## config.mk

```make
export PLATFORM = sky130hd
export DESIGN_NAME = line_ending_converter
export DESIGN_NICKNAME = d
export VERILOG_FILES = /design/src/design/lec_pkg.sv /design/src/design/lec_queue.sv /design/src/design/lec_front.sv /design/src/design/lec_back.sv /design/src/design/line_ending_converter.sv
export SDC_FILE = /design/constraint.sdc
export NUM_CORES = 1
export LEC_CHECK = 0
export BUFFER_PORTS_ARGS = -buffer_cell sky130_fd_sc_hd__buf_2
export CELL_PAD_IN_SITES_DETAIL_PLACEMENT = 2
export CELL_PAD_IN_SITES_GLOBAL_PLACEMENT = 2
export CORE_MARGIN = 2
export CORE_UTILIZATION = 40
export DETAILED_ROUTE_END_ITERATION = 8
export HOLD_SLACK_MARGIN = 0.05
export PLACE_DENSITY_LB_ADDON = 0.1
export SLEW_MARGIN = 20
export SYNTH_ARGS = -nofsm -noshare
export SYNTH_HDL_FRONTEND = slang
export SYNTH_SLANG_ARGS = --single-unit
```

## constraint.sdc

```tcl
create_clock -name i_clk -period 7 [get_ports i_clk]
set_input_delay 0.7 -clock i_clk [delete_from_list [all_inputs] [get_ports i_clk]]
set_output_delay 0.7 -clock i_clk [all_outputs]
set_load 0.1 [all_outputs]
```

## src/design/lec_pkg.sv

```systemverilog
// Shared types and constants for the line ending converter.
// No dependencies.
package lec_pkg;

    localparam logic [7:0] CH_TAB = 8'h09;
    localparam logic [7:0] CH_LF  = 8'h0A;
    localparam logic [7:0] CH_FF  = 8'h0C;
    localparam logic [7:0] CH_CR  = 8'h0D;
    localparam logic [7:0] CTRL_LIMIT  = 8'd32;

    localparam int COUNT_W = 32;

    localparam logic [2:0] MODE_ID = 3'd0;
    localparam logic [2:0] MODE_PU = 3'd1;
    localparam logic [2:0] MODE_UP = 3'd2;
    localparam logic [2:0] MODE_PM = 3'd3;
    localparam logic [2:0] MODE_MP = 3'd4;
    localparam logic [2:0] MODE_UM = 3'd5;
    localparam logic [2:0] MODE_MU = 3'd6;

    localparam logic [1:0] ST_OK   = 2'd0;
    localparam logic [1:0] ST_CTRL = 2'd1;
    localparam logic [1:0] ST_SEQ  = 2'd2;

    typedef enum logic [1:0] {
        KIND_BYTE,
        KIND_PAIR,
        KIND_STATUS
    } t_kind;

    typedef struct packed {
        t_kind              kind;
        logic [7:0]         data;
        logic [1:0]         status;
        logic [COUNT_W-1:0] count;
    } t_cmd;

endpackage

```

## src/design/lec_queue.sv

```systemverilog
// Small command queue between the classifier and the output stage.
// Depends on lec_pkg for the command type.
module lec_queue import lec_pkg::*; #(
    parameter int DEPTH = 4
) (
    input  logic i_clk,
    input  logic i_rst_n,
    input  logic i_push,
    input  t_cmd i_push_cmd,
    output logic o_full,
    input  logic i_pop,
    output t_cmd o_pop_cmd,
    output logic o_empty
);
    localparam int AW = (DEPTH > 1) ? $clog2(DEPTH) : 1;
    localparam int CW = $clog2(DEPTH + 1);
    localparam logic [AW-1:0] LAST_IDX = AW'(DEPTH - 1);
    localparam logic [CW-1:0] FULL_CNT = CW'(DEPTH);

    t_cmd          r_mem [DEPTH];
    logic [AW-1:0] r_wr_ptr, n_wr_ptr;
    logic [AW-1:0] r_rd_ptr, n_rd_ptr;
    logic [CW-1:0] r_cnt, n_cnt;

    assign o_full    = (r_cnt == FULL_CNT);
    assign o_empty   = (r_cnt == '0);
    assign o_pop_cmd = r_mem[r_rd_ptr];

    always_comb begin
        n_wr_ptr = r_wr_ptr;
        n_rd_ptr = r_rd_ptr;
        n_cnt    = r_cnt;
        if (i_push) begin
            n_wr_ptr = (r_wr_ptr == LAST_IDX) ? '0 : r_wr_ptr + AW'(1);
        end
        if (i_pop) begin
            n_rd_ptr = (r_rd_ptr == LAST_IDX) ? '0 : r_rd_ptr + AW'(1);
        end
        if (i_push && !i_pop) begin
            n_cnt = r_cnt + CW'(1);
        end else if (!i_push && i_pop) begin
            n_cnt = r_cnt - CW'(1);
        end
    end

    always_ff @(posedge i_clk) begin
        if (!i_rst_n) begin
            r_wr_ptr <= '0;
            r_rd_ptr <= '0;
            r_cnt    <= '0;
        end else begin
            r_wr_ptr <= n_wr_ptr;
            r_rd_ptr <= n_rd_ptr;
            r_cnt    <= n_cnt;
        end
    end

    always_ff @(posedge i_clk) begin
        if (i_push) begin
            r_mem[r_wr_ptr] <= i_push_cmd;
        end
    end

endmodule

```

## src/design/lec_front.sv

```systemverilog
// Input side: mode register, CR hold, error latch and termination count.
// Classifies each byte into a queue command. Depends on lec_pkg.
module lec_front import lec_pkg::*; (
    input  logic       i_clk,
    input  logic       i_rst_n,
    input  logic       i_cfg_wr_en,
    input  logic [2:0] i_cfg_wr_data,
    input  logic       i_valid,
    input  logic [7:0] i_byte,
    input  logic       i_last,
    output logic       o_ready,
    input  logic       i_q_full,
    output logic       o_push,
    output t_cmd       o_cmd
);
    logic [2:0]         r_mode;
    logic               r_cr_held, n_cr_held;
    logic               r_err, n_err;
    logic [COUNT_W-1:0] r_count, n_count;

    logic               accept;
    logic               bump;
    logic               emit;
    logic               pc_src;
    logic               plain;
    logic [COUNT_W-1:0] count_inc;

    assign o_ready   = !i_q_full;
    assign accept    = i_valid && !i_q_full;
    assign pc_src    = (r_mode == MODE_PU) || (r_mode == MODE_PM);
    assign plain     = ((i_byte >= CTRL_LIMIT) && !i_byte[7])
                       || (i_byte == CH_TAB) || (i_byte == CH_FF);
    assign count_inc = (r_count == '1) ? r_count : r_count + COUNT_W'(1);

    always_comb begin
        n_cr_held    = r_cr_held;
        n_err        = r_err;
        bump         = 1'b0;
        emit         = 1'b0;
        o_cmd.kind   = KIND_BYTE;
        o_cmd.data   = i_byte;
        o_cmd.status = ST_OK;
        if (!r_err) begin
            emit = 1'b1;
            if (r_cr_held) begin
                n_cr_held = 1'b0;
                if (i_byte != CH_LF) begin
                    n_err        = 1'b1;
                    o_cmd.kind   = KIND_STATUS;
                    o_cmd.status = ST_SEQ;
                end else begin
                    bump       = 1'b1;
                    o_cmd.data = (r_mode == MODE_PM) ? CH_CR : CH_LF;
                end
            end else if ((r_mode == MODE_ID) || (r_mode > MODE_MU) || plain) begin
                o_cmd.kind = KIND_BYTE;
            end else if (pc_src && (i_byte == CH_CR)) begin
                if (i_last) begin
                    n_err        = 1'b1;
                    o_cmd.kind   = KIND_STATUS;
                    o_cmd.status = ST_SEQ;
                end else begin
                    n_cr_held = 1'b1;
                    emit      = 1'b0;
                end
            end else if ((r_mode == MODE_UM) && (i_byte == CH_LF)) begin
                bump       = 1'b1;
                o_cmd.data = CH_CR;
            end else if ((r_mode == MODE_MU) && (i_byte == CH_CR)) begin
                bump       = 1'b1;
                o_cmd.data = CH_LF;
            end else if (((r_mode == MODE_UP) && (i_byte == CH_LF))
                         || ((r_mode == MODE_MP) && (i_byte == CH_CR))) begin
                bump       = 1'b1;
                o_cmd.kind = KIND_PAIR;
            end else begin
                n_err        = 1'b1;
                o_cmd.kind   = KIND_STATUS;
                o_cmd.status = ST_CTRL;
            end
        end
        n_count     = bump ? count_inc : r_count;
        o_cmd.count = n_count;
        if (o_cmd.kind == KIND_STATUS) begin
            o_cmd.data = '0;
        end
        if (i_last) begin
            n_count   = '0;
            n_err     = 1'b0;
            n_cr_held = 1'b0;
        end
    end

    assign o_push = accept && emit;

    always_ff @(posedge i_clk) begin
        if (!i_rst_n) begin
            r_mode    <= MODE_ID;
            r_cr_held <= 1'b0;
            r_err     <= 1'b0;
            r_count   <= '0;
        end else begin
            if (i_cfg_wr_en) begin
                r_mode    <= i_cfg_wr_data;
                r_cr_held <= 1'b0;
            end else if (accept) begin
                r_cr_held <= n_cr_held;
            end
            if (accept) begin
                r_err   <= n_err;
                r_count <= n_count;
            end
        end
    end

endmodule

```

## src/design/lec_back.sv

```systemverilog
// Output side: expands queue commands into result items, CR LF as two.
// Registered output with one-deep pending LF. Depends on lec_pkg.
module lec_back import lec_pkg::*; (
    input  logic               i_clk,
    input  logic               i_rst_n,
    input  logic               i_q_empty,
    input  t_cmd               i_q_cmd,
    output logic               o_pop,
    output logic               o_valid,
    input  logic               i_ready,
    output logic [7:0]         o_byte,
    output logic               o_byte_valid,
    output logic [1:0]         o_status,
    output logic               o_last,
    output logic [COUNT_W-1:0] o_count
);
    logic               r_valid;
    logic               r_pend_lf;
    logic [7:0]         r_byte;
    logic               r_bvalid;
    logic [1:0]         r_status;
    logic               r_last;
    logic [COUNT_W-1:0] r_count;
    logic               load;

    assign load  = !r_valid || i_ready;
    assign o_pop = load && !r_pend_lf && !i_q_empty;

    always_ff @(posedge i_clk) begin
        if (!i_rst_n) begin
            r_valid   <= 1'b0;
            r_pend_lf <= 1'b0;
        end else if (load) begin
            if (r_pend_lf) begin
                r_valid   <= 1'b1;
                r_pend_lf <= 1'b0;
            end else begin
                r_valid   <= !i_q_empty;
                r_pend_lf <= !i_q_empty && (i_q_cmd.kind == KIND_PAIR);
            end
        end
    end

    always_ff @(posedge i_clk) begin
        if (load) begin
            if (r_pend_lf) begin
                r_byte <= CH_LF;
                r_last <= 1'b1;
            end else begin
                r_count  <= i_q_cmd.count;
                r_status <= i_q_cmd.status;
                case (i_q_cmd.kind)
                    KIND_PAIR: begin
                        r_byte   <= CH_CR;
                        r_bvalid <= 1'b1;
                        r_last   <= 1'b0;
                    end
                    KIND_STATUS: begin
                        r_byte   <= '0;
                        r_bvalid <= 1'b0;
                        r_last   <= 1'b1;
                    end
                    default: begin
                        r_byte   <= i_q_cmd.data;
                        r_bvalid <= 1'b1;
                        r_last   <= 1'b1;
                    end
                endcase
            end
        end
    end

    assign o_valid      = r_valid;
    assign o_byte       = r_byte;
    assign o_byte_valid = r_bvalid;
    assign o_status     = r_status;
    assign o_last       = r_last;
    assign o_count      = r_count;

endmodule

```

## src/design/line_ending_converter.sv

```systemverilog
// Line ending converter: one item in per cycle unless the queue is full. Results pass
// through the command queue and the output register, which paces them: one per cycle
// while m_axis_tready holds, CR LF as two items. QUEUE_DEPTH commands between sides.
// Synchronous active-low reset clears mode, CR hold, error, count and the queue.
// Depends on lec_pkg, lec_front, lec_queue, lec_back.
module line_ending_converter import lec_pkg::*; #(
    parameter int QUEUE_DEPTH = 4
) (
    input  logic        i_clk,
    input  logic        i_rst_n,
    input  logic        i_cfg_wr_en,
    input  logic [2:0]  i_cfg_wr_data,
    input  logic        s_axis_tvalid,
    output logic        s_axis_tready,
    input  logic [7:0]  s_axis_tdata,   // [7:0] in_byte
    input  logic        s_axis_tlast,
    output logic        m_axis_tvalid,
    input  logic        m_axis_tready,
    output logic [39:0] m_axis_tdata,   // [7:0] out_byte, [39:8] terminations_changed
    output logic [2:0]  m_axis_tuser,   // [0] byte_valid, [2:1] status
    output logic        m_axis_tlast
);
    logic               q_full, q_empty, q_push, q_pop;
    t_cmd               push_cmd, pop_cmd;
    logic [7:0]         out_byte;
    logic               out_bvalid;
    logic [1:0]         out_status;
    logic [COUNT_W-1:0] out_count;

    lec_front u_front (
        .i_clk         (i_clk),
        .i_rst_n       (i_rst_n),
        .i_cfg_wr_en   (i_cfg_wr_en),
        .i_cfg_wr_data (i_cfg_wr_data),
        .i_valid       (s_axis_tvalid),
        .i_byte        (s_axis_tdata),
        .i_last        (s_axis_tlast),
        .o_ready       (s_axis_tready),
        .i_q_full      (q_full),
        .o_push        (q_push),
        .o_cmd         (push_cmd)
    );

    lec_queue #(.DEPTH(QUEUE_DEPTH)) u_queue (
        .i_clk      (i_clk),
        .i_rst_n    (i_rst_n),
        .i_push     (q_push),
        .i_push_cmd (push_cmd),
        .o_full     (q_full),
        .i_pop      (q_pop),
        .o_pop_cmd  (pop_cmd),
        .o_empty    (q_empty)
    );

    lec_back u_back (
        .i_clk        (i_clk),
        .i_rst_n      (i_rst_n),
        .i_q_empty    (q_empty),
        .i_q_cmd      (pop_cmd),
        .o_pop        (q_pop),
        .o_valid      (m_axis_tvalid),
        .i_ready      (m_axis_tready),
        .o_byte       (out_byte),
        .o_byte_valid (out_bvalid),
        .o_status     (out_status),
        .o_last       (m_axis_tlast),
        .o_count      (out_count)
    );

    assign m_axis_tdata = {out_count, out_byte};
    assign m_axis_tuser = {out_status, out_bvalid};

endmodule

```

==> results.sh <==
export IMPL_startpoint_type="flip-flop"
export IMPL_cap_violations=0
export IMPL_rsz0062_at_grt="false"
export IMPL_period_share_pct=45.73
export IMPL_die_h_um=172.8
export IMPL_synth_cells=778
export IMPL_finalInstanceArea_sq_um=13140
export IMPL_synth_nets=805
export IMPL_seqCellArea_sq_um=7570
export IMPL_power_switching_mw=2.227
export IMPL_layout_area_overhead_vs_synth_pct=15.38
export IMPL_clk_path_buf_depth=3
export IMPL_syn_cell_area_sq_um=11390
export IMPL_groute_layer_met3_usage_pct=2.617
export IMPL_coreArea_sq_um=27930
export IMPL_root_buffer="clkbuf_16"
export IMPL_grt_most_used_layer="met2"
export IMPL_place_ws_ns=3.402
export IMPL_crit_fanout=15
export IMPL_dpl_cell_area_sq_um=12080
export IMPL_cpPeakStageDelay_ns=0.63
export IMPL_hold_buffers=0
export IMPL_finalWorstSetupSlack_ns=3.799
export IMPL_layout_common_cells="edfxtp_1 (220), buf_2 (62), nand2_1 (50)"
export IMPL_combPwrFrac_pct=33.0
export IMPL_gr_usage_all_layers_pct=20.21
export IMPL_grtUsageMet2_pct=35.66
export IMPL_start_util_pct=40.78
export IMPL_multi_input_area_sq_um=3597
export IMPL_die_area_sq_um=29850
export IMPL_seqPwrFrac_pct=37.8
export IMPL_wire_per_inst_um=24.16
export IMPL_r2r_slack_ns=3.80
export IMPL_finalSetupViolCount=0
export IMPL_power_density_nw_per_um2=434.6
export IMPL_fin_setup_tns_ns=0
export IMPL_io_pins=63
export IMPL_final_util_pct=47.05
export IMPL_portBuffers=62
export IMPL_slew_violations=0
export IMPL_async_reset_ff_share_pct=0
export IMPL_min_delay_start="i_cfg_wr_data[0]"
export IMPL_viasPerCell=5.605
export IMPL_clkTransAtPathRegs_ns=0.06
export IMPL_clkSinkCount=268
export IMPL_hold_viol_final=0
export IMPL_fmax_ghz=0.3124
export IMPL_power_share_switching_pct=38.99
export IMPL_drc=0
export IMPL_cp_cell_sequence="nor2b_1 > o211a_1 > or4_1 > o2bb2ai_2 > and3_1 > xor2_1"
export IMPL_power_internal_mw=3.486
export IMPL_antenna_cells=0
export IMPL_end_kind="flip-flop"
export IMPL_wl_um=29860
export IMPL_timing_rr_end="u_queue.r_mem[0][21]"
export IMPL_synth_avg_cell_area_sq_um=14.64
export IMPL_min_path_type="in2reg"
export IMPL_worstPathArrival_ns=3.54
export IMPL_grt_pass1_wl_um=46960
export IMPL_drt_iter0_drc=492
export IMPL_fin_cells=1236
export IMPL_status="finished, final reports clean"
export IMPL_postCtsResizedCells=0
export IMPL_leakagePower_nw=4.608
export IMPL_htree_levels=1
export IMPL_total_power_mw=5.713
export IMPL_worstMarginPinSlew_ns=1.020
export IMPL_slowest_stage="dfxtp_1"
export IMPL_skew_ns=0.01199
export IMPL_ys_seq_area_share_pct=66.43
export IMPL_dp_hpwl_um=19250
export IMPL_relSlewSlack_pct=31.71
export IMPL_p_clk_share_pct=29.2
export IMPL_synth_edf_count=220
export IMPL_nFillCells=2704
export IMPL_layout_nets=861
export IMPL_required_ns=7.34
export IMPL_die_x_um=172.8
export IMPL_grt_pass1_vias=7818
export IMPL_dpl_cell_count=1180
export IMPL_gp_congestion=0.8189
export IMPL_hold_end="u_front.r_mode[0]"
export IMPL_num_vias=6928
export IMPL_hold_ws_ns=0.3921
export IMPL_final_min_clock_period_ns=3.201
export IMPL_synth_ff_type="edfxtp_1"
export IMPL_cts_setup_buffers=0
export IMPL_drtPass1Iterations=4
export IMPL_yosysWarnings=0
export IMPL_ff2ff_path_depth=6
export IMPL_cts_made_buffers=30
export IMPL_synth_seq_cells=268
export IMPL_overflow=0
export IMPL_hold_depth=3
export IMPL_grt_max_degree=45
export IMPL_worst_ir_drop_vdd_uv=354.3
export IMPL_final_common_cell="edfxtp_1"
export IMPL_drive_above_1_share_pct=20.98
export IMPL_antenna_found_initial=0
export IMPL_reg2reg_from="u_front.r_mode[2]"
export IMPL_clk_latency_ns=0.55
export IMPL_rows=61
export IMPL_grtUsageMet1_pct=26.70
export IMPL_critical_path_class="reg2reg"
export IMPL_ys_types=64
export IMPL_tritoncts="done"
export IMPL_ant_nets=0
worst max path at each step:
stage,start,endpoint,slack (ns),cells past startpoint
floorplan,u_queue.r_cnt[0],u_queue.r_mem[3][0],3.87,6
global placement,s_axis_tdata[5],u_queue.r_mem[3][21],3.16,7
detailed placement,s_axis_tdata[5],u_queue.r_mem[1][25],3.40,8
CTS,flip-flop,u_back.o_byte[6],3.78,5
global route,flip-flop,u_back.o_byte[6],3.55,5
finish,u_front.r_mode[2],u_queue.r_mem[0][21],3.80,6
cell families after synthesis:
group	share of synthesized area, %
compound gates	6.337
simple gates	11.78
xor+xnor	2.614
flops	66.43
buf+inv	2.263
mux	9.412
fa+ha+maj	1.164
metal layers:
metal  wire length (um)  share of wire, %
met1              13180                44
met2              15100                51
met3                916               3.1
met4                657               2.2
met5                  0                 0
cell usage after synthesis, types with 15 or more instances:
| master | n | area, sq um |
|---|---|---|
| and2_1 | 18 | 112.6 |
| clkbuf_1 | 38 | 142.6 |
| mux4_2 | 44 | 991.0 |
| or4_1 | 17 | 127.6 |
| inv_1 | 16 | 60.06 |
| nand2_1 | 50 | 187.7 |
| dfxtp_1 | 48 | 960.9 |
| xor2_1 | 23 | 201.4 |
| o211ai_1 | 22 | 165.2 |
| edfxtp_1 | 220 | 6606 |
| nor2_1 | 42 | 157.7 |
| a21oi_1 | 17 | 85.08 |
| nor3_1 | 15 | 75.07 |
| a31oi_1 | 19 | 118.9 |
| nand3_1 | 31 | 155.2 |
sequential cells by signal (all words and copies together), names as in the netlist, 2 cells and up, named ones only:
signal,flops
u_queue.r_cnt,3
u_back.o_byte,8
u_front.r_mode,3
u_queue.r_mem,176
u_front.r_count,32
u_back.o_status,2
u_queue.r_wr_ptr,2
u_queue.r_rd_ptr,2
u_back.o_count,32
critical path, delay by kind of cell (launching register included):
family	cells	cell delay [ns]
compound gates	2	0.95
xor+xnor	1	0.31
flops	1	0.63
simple gates	3	1.09
layout make-up:
| type | instances | share of cell area [%] |
|---|---|---|
| Clock buffer | 40 | 6.302 |
| Clock inverter | 16 | 1.723 |
| Inverter | 17 | 0.4855 |
| Multi-Input combinational cell | 445 | 27.37 |
| Sequential cell | 268 | 57.59 |
| Tap cell | 378 | 3.598 |
| Timing Repair Buffer | 72 | 2.932 |
power by group through the flow:
| stage | clock network, mW | logic (mW) | registers (mW) |
|---|---|---|---|
| 4_1_cts | 1.71 | 1.91 | 2.17 |
| 5_1_grt | 1.75 | 1.98 | 2.19 |
| 6_report | 1.67 | 1.89 | 2.16 |
| 2_1_floorplan | 0 | 0.631 | 3.08 |
| 3_5_place_dp | 0 | 1.90 | 2.20 |
| 3_3_place_gp | 0 | 1.86 | 2.17 |
Power figures use the tool's default switching activity.
